--- config.mk ---
export PLATFORM = sky130hd
export DESIGN_NAME = assembly_source_tokenizer
export DESIGN_NICKNAME = d
export VERILOG_FILES = /design/src/asmtok_pkg.sv /design/src/asmtok_scan.sv /design/src/asmtok_queue.sv /design/src/assembly_source_tokenizer.sv
export VERILOG_INCLUDE_DIRS = /design/src /design/src/src
export SDC_FILE = /design/constraint.sdc
export NUM_CORES = 1
export LEC_CHECK = 0
export BUFFER_PORTS_ARGS = -buffer_cell sky130_fd_sc_hd__buf_2
export CAP_MARGIN = 5
export CORE_MARGIN = 4
export CORE_UTILIZATION = 45
export CTS_CLUSTER_DIAMETER = 30
export CTS_CLUSTER_SIZE = 8
export DETAILED_ROUTE_END_ITERATION = 12
export PLACE_DENSITY = 0.75
export SETUP_SLACK_MARGIN = 0.05
export SLEW_MARGIN = 0
export SYNTH_ARGS = -nofsm -noshare
export SYNTH_HDL_FRONTEND = slang
export SYNTH_SLANG_ARGS = --single-unit
--- constraint.sdc ---
create_clock -name clock -period 3.67 [get_ports clock]
set_clock_uncertainty 0.05 [all_clocks]
set_input_delay 0.734 -clock clock [delete_from_list [all_inputs] [get_ports clock]]
set_output_delay 0.734 -clock clock [all_outputs]
set_load 0.02 [all_outputs]
--- src/assembly_source_tokenizer_macros.svh ---
// Assertion macros for the assembly source tokenizer.
// Each macro checks one implication on the rising clock edge, outside reset.
`ifndef ASSEMBLY_SOURCE_TOKENIZER_MACROS_SVH
`define ASSEMBLY_SOURCE_TOKENIZER_MACROS_SVH

`ifndef ASSERT_OFF

// Same-cycle implication.
`define ASMTOK_ASSERT_IMPLIES(label, clk, rst, cond, prop) \
   label: assert property (@(posedge clk) disable iff (rst) (cond) |-> (prop)) \
      else $error("asmtok: same-cycle check failed");

// Next-cycle implication.
`define ASMTOK_ASSERT_NEXT(label, clk, rst, cond, prop) \
   label: assert property (@(posedge clk) disable iff (rst) (cond) |=> (prop)) \
      else $error("asmtok: next-cycle check failed");

`else

`define ASMTOK_ASSERT_IMPLIES(label, clk, rst, cond, prop)
`define ASMTOK_ASSERT_NEXT(label, clk, rst, cond, prop)

`endif

`endif

--- src/asmtok_pkg.sv ---
`default_nettype none

package asmtok_pkg;

   localparam int unsigned DEFAULT_POSITION_WIDTH = 16;
   localparam int unsigned FIELD_WIDTH            = 16;
   localparam int unsigned BYTE_WIDTH             = 8;
   localparam int unsigned KIND_WIDTH             = 3;
   localparam int unsigned QUEUE_DEPTH            = 4;

   // Characters the scanner looks for
   localparam logic [BYTE_WIDTH-1:0] CH_NUL     = 8'h00;
   localparam logic [BYTE_WIDTH-1:0] CH_TAB     = 8'h09;
   localparam logic [BYTE_WIDTH-1:0] CH_NEWLINE = 8'h0A;
   localparam logic [BYTE_WIDTH-1:0] CH_VTAB    = 8'h0B;
   localparam logic [BYTE_WIDTH-1:0] CH_FORMFD  = 8'h0C;
   localparam logic [BYTE_WIDTH-1:0] CH_CR      = 8'h0D;
   localparam logic [BYTE_WIDTH-1:0] CH_SPACE   = 8'h20;
   localparam logic [BYTE_WIDTH-1:0] CH_COMMA   = 8'h2C;
   localparam logic [BYTE_WIDTH-1:0] CH_DOT     = 8'h2E;
   localparam logic [BYTE_WIDTH-1:0] CH_ZERO    = 8'h30;
   localparam logic [BYTE_WIDTH-1:0] CH_NINE    = 8'h39;
   localparam logic [BYTE_WIDTH-1:0] CH_COLON   = 8'h3A;
   localparam logic [BYTE_WIDTH-1:0] CH_SEMI    = 8'h3B;
   localparam logic [BYTE_WIDTH-1:0] CH_UP_A    = 8'h41;
   localparam logic [BYTE_WIDTH-1:0] CH_UP_F    = 8'h46;
   localparam logic [BYTE_WIDTH-1:0] CH_UP_X    = 8'h58;
   localparam logic [BYTE_WIDTH-1:0] CH_UP_Z    = 8'h5A;
   localparam logic [BYTE_WIDTH-1:0] CH_UNDER   = 8'h5F;
   localparam logic [BYTE_WIDTH-1:0] CH_LO_A    = 8'h61;
   localparam logic [BYTE_WIDTH-1:0] CH_LO_F    = 8'h66;
   localparam logic [BYTE_WIDTH-1:0] CH_LO_X    = 8'h78;
   localparam logic [BYTE_WIDTH-1:0] CH_LO_Z    = 8'h7A;

   typedef enum logic [2:0] {
      MODE_IDLE      = 3'd0,
      MODE_COMMENT   = 3'd1,
      MODE_DIRECTIVE = 3'd2,
      MODE_ZERO      = 3'd3,
      MODE_DECIMAL   = 3'd4,
      MODE_HEX       = 3'd5,
      MODE_IDENT     = 3'd6
   } scan_mode_type;

   typedef enum logic [KIND_WIDTH-1:0] {
      TK_NEWLINE   = 3'd0,
      TK_COMMA     = 3'd1,
      TK_COLON     = 3'd2,
      TK_DIRECTIVE = 3'd3,
      TK_NUMBER    = 3'd4,
      TK_IDENT     = 3'd5,
      TK_UNKNOWN   = 3'd6,
      TK_EOF       = 3'd7
   } token_kind_type;

   typedef struct packed {
      token_kind_type         token_kind;
      logic [FIELD_WIDTH-1:0] start_offset;
      logic [FIELD_WIDTH-1:0] token_length;
      logic [FIELD_WIDTH-1:0] token_line;
      logic [FIELD_WIDTH-1:0] token_column;
      logic                   last_of_run;
   } asmtok_result_type;

   // Up to two tokens come out of one byte: a flushed pending token, then a new one
   typedef struct packed {
      logic              first_valid;
      logic              second_valid;
      asmtok_result_type first;
      asmtok_result_type second;
   } asmtok_emit_type;

   function automatic logic is_digit(input logic [BYTE_WIDTH-1:0] c);
      return (c >= CH_ZERO) && (c <= CH_NINE);
   endfunction

   function automatic logic is_alpha(input logic [BYTE_WIDTH-1:0] c);
      return ((c >= CH_LO_A) && (c <= CH_LO_Z)) || ((c >= CH_UP_A) && (c <= CH_UP_Z));
   endfunction

   function automatic logic is_xdigit(input logic [BYTE_WIDTH-1:0] c);
      return is_digit(c) || ((c >= CH_LO_A) && (c <= CH_LO_F))
         || ((c >= CH_UP_A) && (c <= CH_UP_F));
   endfunction

   function automatic logic is_word(input logic [BYTE_WIDTH-1:0] c);
      return (c == CH_UNDER) || is_alpha(c) || is_digit(c);
   endfunction

   function automatic logic is_blank(input logic [BYTE_WIDTH-1:0] c);
      return (c == CH_SPACE) || (c == CH_TAB) || (c == CH_CR) || (c == CH_FORMFD)
         || (c == CH_VTAB);
   endfunction

endpackage

`default_nettype wire

--- src/asmtok_scan.sv ---
`default_nettype none

module asmtok_scan #(
   parameter int unsigned POSITION_WIDTH = asmtok_pkg::DEFAULT_POSITION_WIDTH
) (
   input  logic                                 clock,
   input  logic                                 reset,
   input  logic                                 step,
   input  logic [asmtok_pkg::BYTE_WIDTH-1:0]    source_byte,
   input  logic                                 end_of_input,
   output asmtok_pkg::asmtok_emit_type          emit
);
   import asmtok_pkg::*;

   localparam logic [POSITION_WIDTH-1:0] POS_MAX  = '1;
   localparam logic [POSITION_WIDTH-1:0] POS_ONE  = POSITION_WIDTH'(1);
   localparam logic [POSITION_WIDTH-1:0] POS_ZERO = '0;

   function automatic logic [FIELD_WIDTH-1:0] to_field(input logic [POSITION_WIDTH-1:0] v);
      return FIELD_WIDTH'(v);
   endfunction

   function automatic logic [POSITION_WIDTH-1:0] sat_inc(input logic [POSITION_WIDTH-1:0] v);
      return (v == POS_MAX) ? v : v + POS_ONE;
   endfunction

   scan_mode_type               mode_ff, mode_in;
   logic [POSITION_WIDTH-1:0]   offset_ff, offset_in;
   logic [POSITION_WIDTH-1:0]   line_ff, line_in;
   logic [POSITION_WIDTH-1:0]   column_ff, column_in;
   logic [POSITION_WIDTH-1:0]   tok_start_ff, tok_start_in;
   logic [POSITION_WIDTH-1:0]   tok_line_ff, tok_line_in;
   logic [POSITION_WIDTH-1:0]   tok_column_ff, tok_column_in;
   logic                        ended_ff, ended_in;

   logic          is_nul, is_nl, is_single;
   logic          pending_tok, can_continue, run;
   logic          comment_skip, take_cont, classify, do_flush, advance, begins_token;
   logic          new_valid;
   scan_mode_type cont_mode, class_mode;
   token_kind_type    pend_kind, single_kind;
   asmtok_result_type pend_res, new_res;

   // Byte decode
   assign is_nul = (source_byte == CH_NUL);
   assign is_nl  = (source_byte == CH_NEWLINE);

   assign pending_tok = (mode_ff == MODE_DIRECTIVE) || (mode_ff == MODE_ZERO)
                     || (mode_ff == MODE_DECIMAL) || (mode_ff == MODE_HEX)
                     || (mode_ff == MODE_IDENT);

   // Can the byte extend the pending token, and into which mode
   always_comb begin
      can_continue = 1'b0;
      cont_mode    = mode_ff;
      case (mode_ff)
         MODE_DIRECTIVE, MODE_IDENT: begin
            can_continue = is_word(source_byte);
         end
         MODE_ZERO: begin
            if ((source_byte == CH_LO_X) || (source_byte == CH_UP_X)) begin
               can_continue = 1'b1;
               cont_mode    = MODE_HEX;
            end else if (is_digit(source_byte)) begin
               can_continue = 1'b1;
               cont_mode    = MODE_DECIMAL;
            end
         end
         MODE_DECIMAL: begin
            can_continue = is_digit(source_byte);
         end
         MODE_HEX: begin
            can_continue = is_xdigit(source_byte);
         end
         default: begin
            can_continue = 1'b0;
         end
      endcase
   end

   // Mode a fresh byte starts
   always_comb begin
      if (source_byte == CH_SEMI) begin
         class_mode = MODE_COMMENT;
      end else if (source_byte == CH_DOT) begin
         class_mode = MODE_DIRECTIVE;
      end else if (source_byte == CH_ZERO) begin
         class_mode = MODE_ZERO;
      end else if (is_digit(source_byte)) begin
         class_mode = MODE_DECIMAL;
      end else if ((source_byte == CH_UNDER) || is_alpha(source_byte)) begin
         class_mode = MODE_IDENT;
      end else begin
         class_mode = MODE_IDLE;
      end
   end

   assign run          = !end_of_input && !ended_ff;
   assign comment_skip = (mode_ff == MODE_COMMENT) && !is_nl && !is_nul;
   assign take_cont    = pending_tok && can_continue;
   assign classify     = run && !comment_skip && !take_cont;
   assign do_flush     = pending_tok && !ended_ff && (end_of_input || !can_continue);
   assign advance      = run && !is_nul;
   assign begins_token = (class_mode == MODE_DIRECTIVE) || (class_mode == MODE_ZERO)
                      || (class_mode == MODE_DECIMAL) || (class_mode == MODE_IDENT);
   assign is_single    = (class_mode == MODE_IDLE) && !is_blank(source_byte) && !is_nul;

   // Next state: mode and position counters
   always_comb begin
      mode_in       = mode_ff;
      offset_in     = offset_ff;
      line_in       = line_ff;
      column_in     = column_ff;
      tok_start_in  = tok_start_ff;
      tok_line_in   = tok_line_ff;
      tok_column_in = tok_column_ff;
      ended_in      = ended_ff;
      if (end_of_input) begin
         mode_in       = MODE_IDLE;
         offset_in     = POS_ZERO;
         line_in       = POS_ONE;
         column_in     = POS_ONE;
         tok_start_in  = POS_ZERO;
         tok_line_in   = POS_ONE;
         tok_column_in = POS_ONE;
         ended_in      = 1'b0;
      end else if (!ended_ff) begin
         if (advance) begin
            offset_in = sat_inc(offset_ff);
            if (is_nl) begin
               line_in   = sat_inc(line_ff);
               column_in = POS_ONE;
            end else begin
               column_in = sat_inc(column_ff);
            end
         end
         if (take_cont) begin
            mode_in = cont_mode;
         end else if (!comment_skip) begin
            mode_in = class_mode;
            if (is_nul) begin
               ended_in = 1'b1;
            end
            if (begins_token) begin
               tok_start_in  = offset_ff;
               tok_line_in   = line_ff;
               tok_column_in = column_ff;
            end
         end
      end
   end

   always_ff @(posedge clock) begin
      if (reset) begin
         mode_ff       <= MODE_IDLE;
         offset_ff     <= POS_ZERO;
         line_ff       <= POS_ONE;
         column_ff     <= POS_ONE;
         tok_start_ff  <= POS_ZERO;
         tok_line_ff   <= POS_ONE;
         tok_column_ff <= POS_ONE;
         ended_ff      <= 1'b0;
      end else if (step) begin
         mode_ff       <= mode_in;
         offset_ff     <= offset_in;
         line_ff       <= line_in;
         column_ff     <= column_in;
         tok_start_ff  <= tok_start_in;
         tok_line_ff   <= tok_line_in;
         tok_column_ff <= tok_column_in;
         ended_ff      <= ended_in;
      end
   end

   // Outputs: kind of the pending token and of a one-byte token
   always_comb begin
      case (mode_ff)
         MODE_DIRECTIVE: pend_kind = TK_DIRECTIVE;
         MODE_IDENT:     pend_kind = TK_IDENT;
         default:        pend_kind = TK_NUMBER;
      endcase
      if (is_nl) begin
         single_kind = TK_NEWLINE;
      end else if (source_byte == CH_COMMA) begin
         single_kind = TK_COMMA;
      end else if (source_byte == CH_COLON) begin
         single_kind = TK_COLON;
      end else begin
         single_kind = TK_UNKNOWN;
      end
   end

   // Outputs: assemble the results of this byte
   always_comb begin
      pend_res.token_kind   = pend_kind;
      pend_res.start_offset = to_field(tok_start_ff);
      pend_res.token_length = to_field(offset_ff - tok_start_ff);
      pend_res.token_line   = to_field(tok_line_ff);
      pend_res.token_column = to_field(tok_column_ff);
      pend_res.last_of_run  = 1'b0;

      new_valid = (end_of_input && !ended_ff) || (classify && (is_nul || is_single));

      new_res.start_offset = to_field(offset_ff);
      new_res.token_line   = to_field(line_ff);
      new_res.token_column = to_field(column_ff);
      new_res.last_of_run  = 1'b1;
      if (end_of_input || is_nul) begin
         new_res.token_kind   = TK_EOF;
         new_res.token_length = '0;
      end else begin
         new_res.token_kind   = single_kind;
         new_res.token_length = FIELD_WIDTH'(1);
      end

      emit.first_valid  = do_flush || new_valid;
      emit.second_valid = do_flush && new_valid;
      emit.second       = new_res;
      if (do_flush) begin
         emit.first             = pend_res;
         emit.first.last_of_run = !new_valid;
      end else begin
         emit.first = new_res;
      end
   end

endmodule

`default_nettype wire

--- src/asmtok_queue.sv ---
`default_nettype none

module asmtok_queue (
   input  logic                          clock,
   input  logic                          reset,
   input  asmtok_pkg::asmtok_emit_type   push,
   input  logic                          push_en,
   output logic                          room,
   output logic                          out_valid,
   input  logic                          out_stall,
   output asmtok_pkg::asmtok_result_type out_data
);
   import asmtok_pkg::*;

   localparam int unsigned CNT_WIDTH = $clog2(QUEUE_DEPTH + 1);
   localparam int unsigned IDX_WIDTH = $clog2(QUEUE_DEPTH);
   localparam logic [CNT_WIDTH-1:0] ROOM_LIMIT = CNT_WIDTH'(QUEUE_DEPTH - 2);

   asmtok_result_type        slot_ff [QUEUE_DEPTH];
   asmtok_result_type        slot_in [QUEUE_DEPTH];
   logic [CNT_WIDTH-1:0]     count_ff, count_in;
   logic                     pop;

   assign out_valid = (count_ff != '0);
   assign out_data  = slot_ff[0];
   assign pop       = out_valid && !out_stall;
   // Space for two results regardless of what drains this cycle
   assign room      = (count_ff <= ROOM_LIMIT);

   // Shift down on a transfer out, then append new results
   always_comb begin
      slot_in  = slot_ff;
      count_in = count_ff;
      if (pop) begin
         for (int i = 0; i < QUEUE_DEPTH - 1; i++) begin
            slot_in[i] = slot_ff[i + 1];
         end
         count_in = count_ff - CNT_WIDTH'(1);
      end
      if (push_en && push.first_valid) begin
         slot_in[count_in[IDX_WIDTH-1:0]] = push.first;
         if (push.second_valid) begin
            slot_in[IDX_WIDTH'(count_in[IDX_WIDTH-1:0] + IDX_WIDTH'(1))] = push.second;
            count_in = count_in + CNT_WIDTH'(2);
         end else begin
            count_in = count_in + CNT_WIDTH'(1);
         end
      end
   end

   always_ff @(posedge clock) begin
      slot_ff <= slot_in;
   end

   always_ff @(posedge clock) begin
      if (reset) begin
         count_ff <= '0;
      end else begin
         count_ff <= count_in;
      end
   end

endmodule

`default_nettype wire

--- src/assembly_source_tokenizer.sv ---
// Path: a byte transferred in is held in the input register, scanned, and its tokens enter the
// result queue, which hands them out in order; the next result of the same byte follows the first.
// Throughput: one byte per cycle while the result queue has room; a byte that yields two tokens
// puts both into the queue at once, and the four-entry result queue absorbs such bursts.
// Reset (synchronous, active high): offset 0, line 1, column 1, idle scan mode, queue empty.
`default_nettype none

`include "assembly_source_tokenizer_macros.svh"

module assembly_source_tokenizer #(
   parameter int unsigned POSITION_WIDTH = asmtok_pkg::DEFAULT_POSITION_WIDTH
) (
   input  logic                                 clock,
   input  logic                                 reset,
   input  logic                                 req_valid,
   output logic                                 req_stall,
   input  logic [asmtok_pkg::BYTE_WIDTH-1:0]    req_source_byte,
   input  logic                                 req_end_of_input,
   output logic                                 rsp_valid,
   input  logic                                 rsp_stall,
   output logic [asmtok_pkg::KIND_WIDTH-1:0]    rsp_token_kind,
   output logic [asmtok_pkg::FIELD_WIDTH-1:0]   rsp_start_offset,
   output logic [asmtok_pkg::FIELD_WIDTH-1:0]   rsp_token_length,
   output logic [asmtok_pkg::FIELD_WIDTH-1:0]   rsp_start_line,
   output logic [asmtok_pkg::FIELD_WIDTH-1:0]   rsp_start_column,
   output logic                                 rsp_last_of_run
);
   import asmtok_pkg::*;

   logic                   in_valid_ff, in_valid_in;
   logic [BYTE_WIDTH-1:0]  in_byte_ff;
   logic                   in_end_ff;
   logic                   accept, fire, room;
   asmtok_emit_type        emit;
   asmtok_result_type      head;

   // Input register: refills in the same cycle it hands its byte on
   assign fire      = in_valid_ff && room;
   assign req_stall = in_valid_ff && !room;
   assign accept    = req_valid && !req_stall;

   always_comb begin
      in_valid_in = in_valid_ff;
      if (accept) begin
         in_valid_in = 1'b1;
      end else if (fire) begin
         in_valid_in = 1'b0;
      end
   end

   always_ff @(posedge clock) begin
      if (reset) begin
         in_valid_ff <= 1'b0;
      end else begin
         in_valid_ff <= in_valid_in;
      end
   end

   always_ff @(posedge clock) begin
      if (accept) begin
         in_byte_ff <= req_source_byte;
         in_end_ff  <= req_end_of_input;
      end
   end

   // Scanner: mode and position state, one byte per step
   asmtok_scan #(
      .POSITION_WIDTH (POSITION_WIDTH)
   ) u_scan (
      .clock        (clock),
      .reset        (reset),
      .step         (fire),
      .source_byte  (in_byte_ff),
      .end_of_input (in_end_ff),
      .emit         (emit)
   );

   // Result queue
   asmtok_queue u_queue (
      .clock     (clock),
      .reset     (reset),
      .push      (emit),
      .push_en   (fire),
      .room      (room),
      .out_valid (rsp_valid),
      .out_stall (rsp_stall),
      .out_data  (head)
   );

   assign rsp_token_kind   = head.token_kind;
   assign rsp_start_offset = head.start_offset;
   assign rsp_token_length = head.token_length;
   assign rsp_start_line   = head.token_line;
   assign rsp_start_column = head.token_column;
   assign rsp_last_of_run  = head.last_of_run;

   // Checks
   `ASMTOK_ASSERT_IMPLIES(a_second_needs_first, clock, reset, fire && emit.second_valid, emit.first_valid)
   `ASMTOK_ASSERT_IMPLIES(a_second_is_last, clock, reset, fire && emit.second_valid, emit.second.last_of_run && !emit.first.last_of_run)
   `ASMTOK_ASSERT_NEXT(a_input_drains, clock, reset, fire && !accept, !in_valid_ff)
   `ASMTOK_ASSERT_IMPLIES(a_eof_empty, clock, reset, rsp_valid && (rsp_token_kind == TK_EOF), (rsp_token_length == '0) && rsp_last_of_run)

endmodule

`default_nettype wire

==> flow_summary.yaml <==
outcome:
  status: "completed"
cts:
  cts_tree: "built"
  cts_buffers: 92
  ctsHoldBuffers: 0
  cts_buffer_depth: 3
  htree_levels: 3
  cts-root-buf: "clkbuf_16"
  cts.sinks: 385
  worstSkewPairLatency_ns: 0.62
  cts.clk_slew.worst_paths_ns: 0.04
critical_path:
  path_delay_family: "compound AO/OA/AOI/OAI gates"
  reg2reg_depth: 9
  rrSetupSlack_ns: 0.17
  cpMaxStageDelayCell: "o21ai_4"
  arrival_ns: 3.98
  crit_path_start_kind: "register"
  crit_fanout: 26
  endpoint_kind: "register"
  critical_path_buf_inv_count: 1
  timing.rr.start: "in_byte_ff[6]"
  path_class: "register to register"
  slowest_delay_ns: 0.83
  critPathRequiredTime_ns: 4.15
  rr_endpoint: "u_queue.out_data[7]"
  crit_chain: "or2_1 > or3b_1 > o22ai_2 > a211o_2 > a21oi_2 > o21ai_4 > buf_12 > a22oi_1 > o22ai_1"
min_path:
  min_path_type: "primary input to register"
  holdPathStages: 1
  min_from: "req_source_byte[4]"
  worstHoldEndpoint: "in_byte_ff[4]"
route:
  avgViaCountPerCell: 6.321
  drc: 0
  wirelength_um: 56820
  drt_iter0_markers: 1908
  via_count: 16850
  final_antenna_net_count: 0
  wl_per_cell_um: 21.32
  firstDrtPassIters: 6
flow_run:
  cap_violations: 0
synth:
  syn-num-nets: 2114
  synth_edf_count: 77
  yosysTopAreaCellShare: 0.3189
  syn_area_um2: 19330
  synth-seq-cells: 385
  synthArstFlopShare: 0
  synthTopCellsByArea: "dfxtp_1, edfxtp_1, mux2i_1"
  synth_ff_type: "dfxtp_1"
  synthCells: 2074
  netlist.top_cell.by_area: "dfxtp_1"
  synth-seq-area-share: 0.4385
  yosysWarnings: 0
  ys_types: 78
  avgSynthCellArea_um2: 9.322
place:
  place_area_um2: 19780
  gp_congestion: 0.8952
  dp_hpwl_um: 33090
  numPortBuffers: 82
grt:
  grt_pass1_wl_um: 90280
  grt_usage: 0.2344
  overflow: 0
  grt_max_degree: 119
  grt_pass1_vias: 16980
  antenna_found_initial: 0
timing:
  worst_pin_slew_ns: 1.055
  finalHoldViolations: 0
  min_period_ns: 3.501
  slew_headroom: 0.2955
  setup-violations-final: 0
  rsz0062_at_grt: "yes"
  fmax_mhz: 285.6
  maxSlewViolCount: 0
  tns_ns: 0
  finalCritPeriodShare: 0.9541
finish:
  drive_gt1_frac: 0.1660
  areaGrowthSynthToFinish_pct: 19.98
  final_cell_area_um2: 23200
  fillers: 3502
  seqCellArea_um2: 8478
  diodes: 0
  nNetsFinal: 2087
  multi_input_area_um2: 9395
floorplanning:
  fp.dieH_um: 215.3
  row_count: 75
  dieArea_um2: 46340
  die_w_um: 215.3
  io_pins: 83
  core_area_um2: 42230
  initial_utilization: 0.4578
power_and_ir_drop:
  p_leak_nw: 8.355
  p_per_area_nw_per_um2: 1033
  ir_drop_mv: 0.7675
## kinds of logic (layout without fill, tap and decap cells)
group / after synthesis / count (layout) / synth area share
simple gates: 426 / 426 / 0.1053
flops: 385 / 385 / 0.4385
xor+xnor: 52 / 52 / 0.02356
compound gates: 661 / 661 / 0.2223
fa+ha+maj: 27 / 27 / 0.01786
mux: 214 / 214 / 0.1113
buf+inv: 309 / 361 / 0.08115
## per-layer routing
layer  vias to the layer above  wire length (µm)  global-route usage
met5                         -                 0                   0
met4                         0              1413             0.09620
met2                       901             26590              0.3760
met3                       136              5560             0.05720
li1                       7650                 -                   -
met1                      8158             23260              0.3043
## cells in the mapped netlist, drive strengths merged (43+ instances only)
cell type / instances
o22ai: 249
dfxtp: 308
a22oi: 147
mux2i: 206
nand3: 74
inv: 43
edfxtp: 77
buf: 162
nand2: 98
clkbuf: 104
nor2: 145
a21oi: 151
## layout make-up
type | count | area share
multi-input cells | 1380 | 0.4050
well taps | 539 | 0.02907
clock buffers | 123 | 0.1153
repair buffers | 145 | 0.04687
clock inverters | 50 | 0.03123
inverters | 43 | 0.006958
flip-flops and latches | 385 | 0.3655
## worst max path at each step
| stage | cells after the start | endpoint | startpoint |
|---|---|---|---|
| after CTS | 10 | u_queue.out_data[37] | in_byte_ff[1] |
| after floorplan | 15 | u_queue.slot_ff[192] | rsp_stall |
| after detailed placement | 10 | u_queue.out_data[37] | in_byte_ff[1] |
| final | 9 | u_queue.out_data[7] | in_byte_ff[6] |
| after global routing | 9 | u_queue.slot_ff[151] | in_byte_ff[0] |
| after global placement | 9 | u_queue.slot_ff[165] | in_byte_ff[6] |
## cells in the final DEF, fill, tap and decap left out, types with 4 or more instances in the layout
master / netlist / final
dfxtp_1: 308 / 308
o31ai_1: 4 / 4
a22oi_1: 146 / 146
nand4_1: 13 / 13
a21oi_4: 0 / 4
clkbuf_8: 0 / 15
xor2_1: 31 / 31
edfxtp_1: 77 / 77
a21oi_2: 5 / 4
inv_1: 42 / 42
nand2b_1: 10 / 9
a21o_1: 7 / 7
buf_4: 84 / 46
clkbuf_16: 0 / 97
xnor2_1: 21 / 21
clkbuf_1: 104 / 11
nor2b_1: 7 / 7
o21ai_0: 33 / 33
a21oi_1: 146 / 143
o32ai_1: 6 / 6
nand2_1: 96 / 95
nand3_1: 74 / 74
ha_1: 26 / 25
bufinv_16: 0 / 15
o21bai_1: 4 / 4
a211oi_1: 5 / 5
a31oi_1: 12 / 12
clkinvlp_4: 0 / 4
clkinv_2: 0 / 22
buf_2: 63 / 82
o22ai_1: 248 / 248
mux2_2: 8 / 8
and4_1: 8 / 8
nor2_1: 145 / 144
or3_1: 16 / 16
nor3_1: 26 / 26
buf_12: 0 / 16
mux2i_1: 206 / 206
a2bb2oi_1: 9 / 9
## worst reg2reg max path, stage by stage (launching register included)
cell and delay, ns:
edfxtp_1 0.49, or2_1 0.32, or3b_1 0.47, o22ai_2 0.24, a211o_2 0.21, a21oi_2 0.17
o21ai_4 0.83, buf_12 0.31, a22oi_1 0.10, o22ai_1 0.21
## what timing repair did
action	CTS	global route
setup buffers	0	2
resized for setup	0	1
endpoints found under the setup margin	0	96
## metrics by stage
step                utilization  instances  power, mW  worst slack [ns]  hold WS (ns)
floorplan                     -       2074      12.76            0.1082        0.4212
global placement         0.4684       2490      14.67            0.2319        0.4356
detailed placement       0.4684       2490      14.98            0.1614        0.4443
CTS                      0.5489       2663      23.85            0.1184        0.2139
global route             0.5493       2665      25.01           0.01369        0.2171
finish                   0.5493       2665      23.97            0.1686        0.2473
## where the power goes
| group | leakage (nW) | internal, mW | switching [mW] |
|---|---|---|---|
| registers | 3.26 | 5.93 | 0.799 |
| clock network | 1.67 | 6.15 | 2.59 |
| logic | 3.42 | 3.23 | 5.27 |
| total | 8.35 | 15.3 | 8.66 |
## sequential cells by signal (all words and copies together) (netlist names)
| name | flops |
|---|---|
| in_byte_ff | 8 |
| in_end_ff | 1 |
| in_valid_ff | 1 |
| u_queue.count_ff | 3 |
| u_queue.out_data | 68 |
| u_queue.slot_ff | 204 |
| u_scan.column_ff | 16 |
| u_scan.ended_ff | 1 |
| u_scan.line_ff | 16 |
| u_scan.mode_ff | 3 |
| u_scan.offset_ff | 16 |
| u_scan.tok_column_ff | 16 |
| u_scan.tok_line_ff | 16 |
| u_scan.tok_start_ff | 16 |
No activity file was read; power rests on OpenSTA's default activity.
